===== src/hw/rtl/mhk_pkg.sv =====
`timescale 1ns / 1ps
// Shared types, constants and the orientation table of the Morton to Hilbert key pipeline.
// Used by mhk_stage, morton_hilbert_key_3d and the testbench files; depends on nothing else.
package mhk_pkg;

    localparam int COORD_W          = 21;
    localparam int COORD_BITS       = 21;
    localparam int CODE_W           = 3 * COORD_W;
    localparam int DIGIT_W          = 3;
    localparam int STATE_W          = 4;
    localparam int ENTRY_W          = STATE_W + DIGIT_W;
    localparam int LEVELS           = 21;
    localparam int LEVELS_PER_STAGE = 3;
    localparam int NUM_STAGES       = LEVELS / LEVELS_PER_STAGE;
    localparam int STAGE_DIGITS_W   = LEVELS_PER_STAGE * DIGIT_W;
    localparam int LATENCY          = NUM_STAGES + 1;
    localparam int TABLE_DEPTH      = 96;

    localparam logic [COORD_W-1:0] COORD_MAX = COORD_W'((64'd1 << COORD_BITS) - 64'd1);

    localparam logic [ENTRY_W-1:0] M2H [TABLE_DEPTH] = '{
        7'd48, 7'd33, 7'd27, 7'd34, 7'd47, 7'd78, 7'd28, 7'd77,
        7'd66, 7'd29, 7'd51, 7'd52, 7'd65, 7'd30, 7'd72, 7'd63,
        7'd76, 7'd95, 7'd75, 7'd24, 7'd53, 7'd54, 7'd82, 7'd81,
        7'd18, 7'd3,  7'd17, 7'd80, 7'd61, 7'd4,  7'd62, 7'd15,
        7'd0,  7'd59, 7'd71, 7'd60, 7'd49, 7'd50, 7'd86, 7'd85,
        7'd84, 7'd83, 7'd5,  7'd90, 7'd79, 7'd56, 7'd6,  7'd89,
        7'd32, 7'd23, 7'd1,  7'd94, 7'd11, 7'd12, 7'd2,  7'd93,
        7'd42, 7'd41, 7'd13, 7'd14, 7'd35, 7'd88, 7'd36, 7'd31,
        7'd92, 7'd37, 7'd87, 7'd38, 7'd91, 7'd74, 7'd8,  7'd73,
        7'd46, 7'd45, 7'd9,  7'd10, 7'd7,  7'd20, 7'd64, 7'd19,
        7'd70, 7'd25, 7'd39, 7'd16, 7'd69, 7'd26, 7'd44, 7'd43,
        7'd22, 7'd55, 7'd21, 7'd68, 7'd57, 7'd40, 7'd58, 7'd67
    };

    typedef struct packed {
        logic [STATE_W-1:0] state;
        logic [CODE_W-1:0]  key;
    } walk_t;

    function automatic logic [ENTRY_W-1:0] m2h_entry(input logic [ENTRY_W-1:0] idx);
        logic [ENTRY_W-1:0] entry;
        entry = '0;
        if (idx < ENTRY_W'(TABLE_DEPTH))
        begin
            entry = M2H[idx];
        end
        return entry;
    endfunction

endpackage


===== src/hw/rtl/mhk_stage.sv =====
`timescale 1ns / 1ps
// One pipeline stage of the Hilbert walk: three table levels and a register.
// Depends on mhk_pkg.
module mhk_stage
    import mhk_pkg::*;
(
    input  logic                      clk,
    input  logic                      rst_n,
    input  logic                      in_valid,
    input  logic [STAGE_DIGITS_W-1:0] digits,
    input  walk_t                     in_walk,
    output logic                      out_valid,
    output walk_t                     out_walk
);

    logic               valid_reg;
    walk_t              walk_reg;
    walk_t              walk_next;
    logic [ENTRY_W-1:0] entry;

    always_comb
    begin
        walk_next = in_walk;
        entry     = '0;
        for (int l = 0; l < LEVELS_PER_STAGE; l++)
        begin
            entry = m2h_entry({walk_next.state,
                               digits[STAGE_DIGITS_W-1-DIGIT_W*l -: DIGIT_W]});
            walk_next.key   = {walk_next.key[CODE_W-DIGIT_W-1:0], entry[DIGIT_W-1:0]};
            walk_next.state = entry[ENTRY_W-1:DIGIT_W];
        end
    end

    always_ff @(posedge clk or negedge rst_n)
    begin
        if (!rst_n)
        begin
            valid_reg <= 1'b0;
        end
        else
        begin
            valid_reg <= in_valid;
        end
    end

    always_ff @(posedge clk)
    begin
        walk_reg <= walk_next;
    end

    assign out_valid = valid_reg;
    assign out_walk  = walk_reg;

endmodule


===== src/hw/rtl/morton_hilbert_key_3d.sv =====
`timescale 1ns / 1ps
// Top level: clamps and interleaves a 3D point into a Morton code, then walks it
// into a Hilbert key through a chain of mhk_stage instances. Depends on mhk_pkg.
//
//   Channel   Handshake        Payload
//   input     start / busy     coord_x, coord_y, coord_z
//   result    done (strobe)    morton_code, hilbert_key
//
// A transfer is taken at every edge with start high; busy stays low.
// Each result is on the ports for one cycle.
// The depth is one input register plus seven stages of three table levels each.
// Reset clears the valid bits only; data registers hold whatever they last held.
// The receiver cannot stall, so the pipeline always advances.
module morton_hilbert_key_3d
    import mhk_pkg::*;
(
    input  logic               clk,
    input  logic               rst_n,
    input  logic               start,
    output logic               busy,
    input  logic [COORD_W-1:0] coord_x,
    input  logic [COORD_W-1:0] coord_y,
    input  logic [COORD_W-1:0] coord_z,
    output logic               done,
    output logic [CODE_W-1:0]  morton_code,
    output logic [CODE_W-1:0]  hilbert_key
);

    logic [COORD_W-1:0] x_clamped;
    logic [COORD_W-1:0] y_clamped;
    logic [COORD_W-1:0] z_clamped;
    logic [CODE_W-1:0]  code_next;
    logic               valid_reg;
    logic [CODE_W-1:0]  code_reg [0:NUM_STAGES];
    logic               stage_valid [0:NUM_STAGES-1];
    walk_t              stage_walk  [0:NUM_STAGES-1];

    assign busy = 1'b0;

    always_comb
    begin
        x_clamped = (coord_x > COORD_MAX) ? COORD_MAX : coord_x;
        y_clamped = (coord_y > COORD_MAX) ? COORD_MAX : coord_y;
        z_clamped = (coord_z > COORD_MAX) ? COORD_MAX : coord_z;
        code_next = '0;
        for (int k = 0; k < COORD_W; k++)
        begin
            code_next[3*k]     = x_clamped[k];
            code_next[3*k + 1] = y_clamped[k];
            code_next[3*k + 2] = z_clamped[k];
        end
    end

    always_ff @(posedge clk or negedge rst_n)
    begin
        if (!rst_n)
        begin
            valid_reg <= 1'b0;
        end
        else
        begin
            valid_reg <= start && !busy;
        end
    end

    always_ff @(posedge clk)
    begin
        code_reg[0] <= code_next;
        for (int k = 0; k < NUM_STAGES; k++)
        begin
            code_reg[k+1] <= code_reg[k];
        end
    end

    for (genvar k = 0; k < NUM_STAGES; k++)
    begin : g_stage
        if (k == 0)
        begin : g_first
            mhk_stage u_stage (
                .clk       (clk),
                .rst_n     (rst_n),
                .in_valid  (valid_reg),
                .digits    (code_reg[0][CODE_W-1 -: STAGE_DIGITS_W]),
                .in_walk   ('0),
                .out_valid (stage_valid[0]),
                .out_walk  (stage_walk[0])
            );
        end
        else
        begin : g_rest
            mhk_stage u_stage (
                .clk       (clk),
                .rst_n     (rst_n),
                .in_valid  (stage_valid[k-1]),
                .digits    (code_reg[k][CODE_W-1-STAGE_DIGITS_W*k -: STAGE_DIGITS_W]),
                .in_walk   (stage_walk[k-1]),
                .out_valid (stage_valid[k]),
                .out_walk  (stage_walk[k])
            );
        end
    end

    assign done        = stage_valid[NUM_STAGES-1];
    assign morton_code = code_reg[NUM_STAGES];
    assign hilbert_key = stage_walk[NUM_STAGES-1].key;

    // Every accepted transfer gives exactly one result after the fixed latency.
    a_result_follows: assert property (@(posedge clk) disable iff (!rst_n)
        start |-> ##LATENCY done)
        else $error("accepted transfer produced no result");

    a_no_spurious: assert property (@(posedge clk) disable iff (!rst_n)
        !start |-> ##LATENCY !done)
        else $error("result without a matching transfer");

    // The walk is a bijection per level, so only the zero code maps to the zero key.
    a_zero_key: assert property (@(posedge clk) disable iff (!rst_n)
        done |-> ((morton_code == '0) == (hilbert_key == '0)))
        else $error("Hilbert key and Morton code disagree on zero");

endmodule


===== config.mk =====
export PLATFORM = sky130hd
export DESIGN_NAME = morton_hilbert_key_3d
export DESIGN_NICKNAME = d
export VERILOG_FILES = /design/src/hw/rtl/mhk_pkg.sv /design/src/hw/rtl/mhk_stage.sv /design/src/hw/rtl/morton_hilbert_key_3d.sv
export SDC_FILE = /design/constraint.sdc
export NUM_CORES = 1
export LEC_CHECK = 0
export CAP_MARGIN = 20
export CORE_AREA = 2 2 236 238
export CTS_BUF_LIST = sky130_fd_sc_hd__clkbuf_8
export CTS_CLUSTER_SIZE = 10
export DETAILED_ROUTE_END_ITERATION = 10
export DIE_AREA = 0 0 238 240
export DONT_BUFFER_PORTS = 1
export GPL_TIMING_DRIVEN = 0
export HOLD_SLACK_MARGIN = 0.05
export PLACE_DENSITY = 0.85
export SYNTH_ARGS = -nofsm -noshare
export SYNTH_HDL_FRONTEND = slang
export SYNTH_SLANG_ARGS = --single-unit

===== constraint.sdc =====
create_clock -name clk -period 11.7 [get_ports clk]
set_input_delay 1.17 -clock clk [delete_from_list [all_inputs] [get_ports clk]]
set_output_delay 1.17 -clock clk [all_outputs]
set_load 0.02 [all_outputs]

==> flow_metrics.tcl <==
set metrics [dict create \
    synthCells 3988 \
    cts-buffers-inserted 112 \
    vias_per_cell 6.34 \
    crit_path_end_kind "register" \
    htreeDepth 3 \
    grt_max_degree 17 \
    grtUsageTotal_pct 30.3 \
    gp_congestion 0.978 \
    maxCapViolCount 0 \
    ys_types 117 \
    hold-worst-slack_ns 0.135 \
    vias 31000 \
    finalCriticalPeriod_ns 5.26 \
    slew_headroom_pct 39.8 \
    ios 194 \
    cp.arrival_ns 5.84 \
    synth_nets 4245 \
    synthTopCellsByArea "dfxtp_1, ha_1, a21oi_1" \
    max_freq_mhz 190 \
    critical_path.max_fanout 11 \
    antenna_violating_nets_post_route 0 \
    fp.dieH_um 240 \
    antenna_found_initial 3 \
    die_area_mm2 0.0571 \
    clk_pin_slew_ns 0.06 \
    port_buffers 0 \
    initial_core_util_pct 66.3 \
    status "finished clean" \
    cts_resized 0 \
    worstSkewPairLatency_ns 0.73 \
    skew_ns 0.0332 \
    coreArea_mm2 0.0547 \
    hold_viol_final 0 \
    placed_area_mm2 0.0371 \
    yosys_most_used_dff "dfxtp_1" \
    yosysTopAreaCellShare_pct 42.7 \
    synth-async-reset-ratio_pct 1.02 \
    rsz0062_at_grt "false" \
    tns_ns 0 \
    synth_edf_count 0 \
    synth_area_mm2 0.0362 \
    ys_ff_latch 781 \
    syn_avg_cell_area_um2 9.08 \
    drive_gt1_share_pct 11.0 \
    clk_path_buf_depth 3 \
    synth_most_common_cell "dfxtp_1" \
    worstSetupPathType "register to register" \
    design_area_mm2 0.0394 \
    powerDensity_mw_per_mm2 342 \
    yosys-top-cells-count "dfxtp_1, nand2_1, nor2_1" \
    rows 86 \
    largest_reg_flops 503 \
    clock_sinks 781 \
    drc 0 \
    cts_hold_buf 0 \
    dr.pass1.iters 8 \
    ir_drop_mv 0.274 \
    power.total_mw 13.5 \
    r2r_setup_slack_ns 6.44 \
    first_global_vias 28400 \
    tightest_slew_ns 0.881 \
    dpl_worst_slack_ns 6.62 \
    grt_pass1_wl_um 144000 \
    die_x_um 238 \
    period_share_pct 44.9 \
    nets 4359 \
    dp_hpwl_um 61800 \
    p_leak_nw 16.3 \
    overflow 0 \
    drt-initial-drc-count 4101 \
    hold_path.class "input pin to async pin" \
    seq_area_frac_synth_pct 43.3 \
    cts_tree "done" \
    finalWirelength_um 89900 \
    setup_slack_ns 6.44 \
    cts-root-buf "clkbuf_8" \
    cts_setup_buffers 0 \
    synth_top_area_cell "dfxtp_1" \
    setup-violations-final 0 \
    crit_path_start_kind "register" \
    area_delta_synth_final_pct 8.90 \
    synth-warning-count 0 \
    nFillCells 4067 \
    wire_per_inst_um 18.4 \
    finalMaxSlewViolations 0 \
    required_ns 12.28 \
]
## cells by family after synthesis
| kind of cell | count (synthesis) | share of synthesized area (%) |
|---|---|---|
| AO/OA/AOI/OAI | 1223 | 23.9 |
| XOR/XNOR | 52 | 1.26 |
| flip-flops | 781 | 43.3 |
| AND/OR/NAND/NOR | 1079 | 14.2 |
| buffers and inverters | 555 | 7.51 |
| adder cells (fa/ha/maj) | 193 | 6.65 |
| other | 1 | 0.0104 |
| multiplexers | 104 | 3.23 |
## metal layers
metal / up-vias / GRT usage (%) / share of wire [%]
met1: 14200 / 40.3 / 41
li1: 14600 / - / -
met5: - / 0 / 0.028
met3: 299 / 5.94 / 9.9
met4: 4 / 12.5 / 3.6
met2: 1915 / 48.6 / 46
## final timing paths
kind / depth (start not counted) / startpoint / endpoint
worst min register to register: 0 / g_stage[4].g_rest.u_stage.out_walk[21] / g_stage[5].g_rest.u_stage.out_walk[30]
max in group asynchronous: 0 / rst_n / g_stage[2].g_rest.u_stage.out_valid
worst max register to register: 19 / code_reg[1][78] / g_stage[5].g_rest.u_stage.out_walk[63]
worst min-delay path: 0 / rst_n / valid_reg
worst max-delay path: 19 / code_reg[1][78] / g_stage[5].g_rest.u_stage.out_walk[63]
min in group clk: 0 / g_stage[4].g_rest.u_stage.out_walk[21] / g_stage[5].g_rest.u_stage.out_walk[30]
## cells in the final DEF (no fill, tap or decap), drive strengths merged, types with 22 or more instances in the layout
cell	netlist	routed
a211o	24	24
a211oi	84	84
a21o	30	30
a21oi	239	239
a221oi	42	42
a22oi	22	22
a311oi	22	22
a31oi	44	44
and2	25	25
buf	215	215
clkbuf	199	328
clkinv	10	22
dfxtp	773	773
ha	191	191
inv	131	175
mux2i	81	81
nand2	310	310
nand2b	52	52
nand3	113	113
nor2	314	314
nor2b	54	54
nor3	73	73
o2111ai	22	22
o211ai	86	86
o21ai	248	248
o221ai	40	40
o22ai	39	39
o311ai	37	37
o31ai	24	24
or2	32	32
xnor2	45	45
## area by class of cell
class | count | area (µm²) | area share [%]
Clock buffer | 129 | 1780 | 4.50
Inverter | 141 | 529 | 1.34
Clock inverter | 70 | 563 | 1.43
Buffer | 414 | 2190 | 5.56
Antenna cell | 1 | 2.50 | 0.00634
Tap cell | 704 | 881 | 2.23
Sequential cell | 781 | 15700 | 39.7
Multi-Input combinational cell | 2652 | 17800 | 45.2
## metrics by stage
stage / util, % / std cells
after floorplan: - / 3988
after global placement: 67.9 / 4692
after detailed placement: 67.9 / 4692
after CTS: 72.1 / 4891
after global routing: 72.2 / 4892
final: 72.2 / 4892
## worst max-delay path, cell delays in order, from the launching register on
cell      delay [ns]
dfxtp_1         0.46
buf_2           0.29
clkinv_1        0.38
ha_1            0.34
clkbuf_1        0.21
nand2b_1        0.20
a21oi_1         0.08
o311ai_0        0.59
and3_1          0.24
buf_2           0.15
buf_2           0.27
o31ai_1         0.16
a221oi_1        0.25
a311oi_1        0.10
o31ai_1         0.40
buf_2           0.29
buf_2           0.26
nand2_1         0.08
o221ai_1        0.21
o221ai_1        0.19
## power breakdown
| group | switching [mW] | leakage (nW) | total, mW | internal [mW] |
|---|---|---|---|---|
| clock | 0.995 | 1.33 | 2.18 | 1.19 |
| sequential | 0.320 | 6.61 | 3.52 | 3.20 |
| combinational | 4.85 | 8.35 | 7.80 | 2.95 |
(Power assumes the default switching activity.)
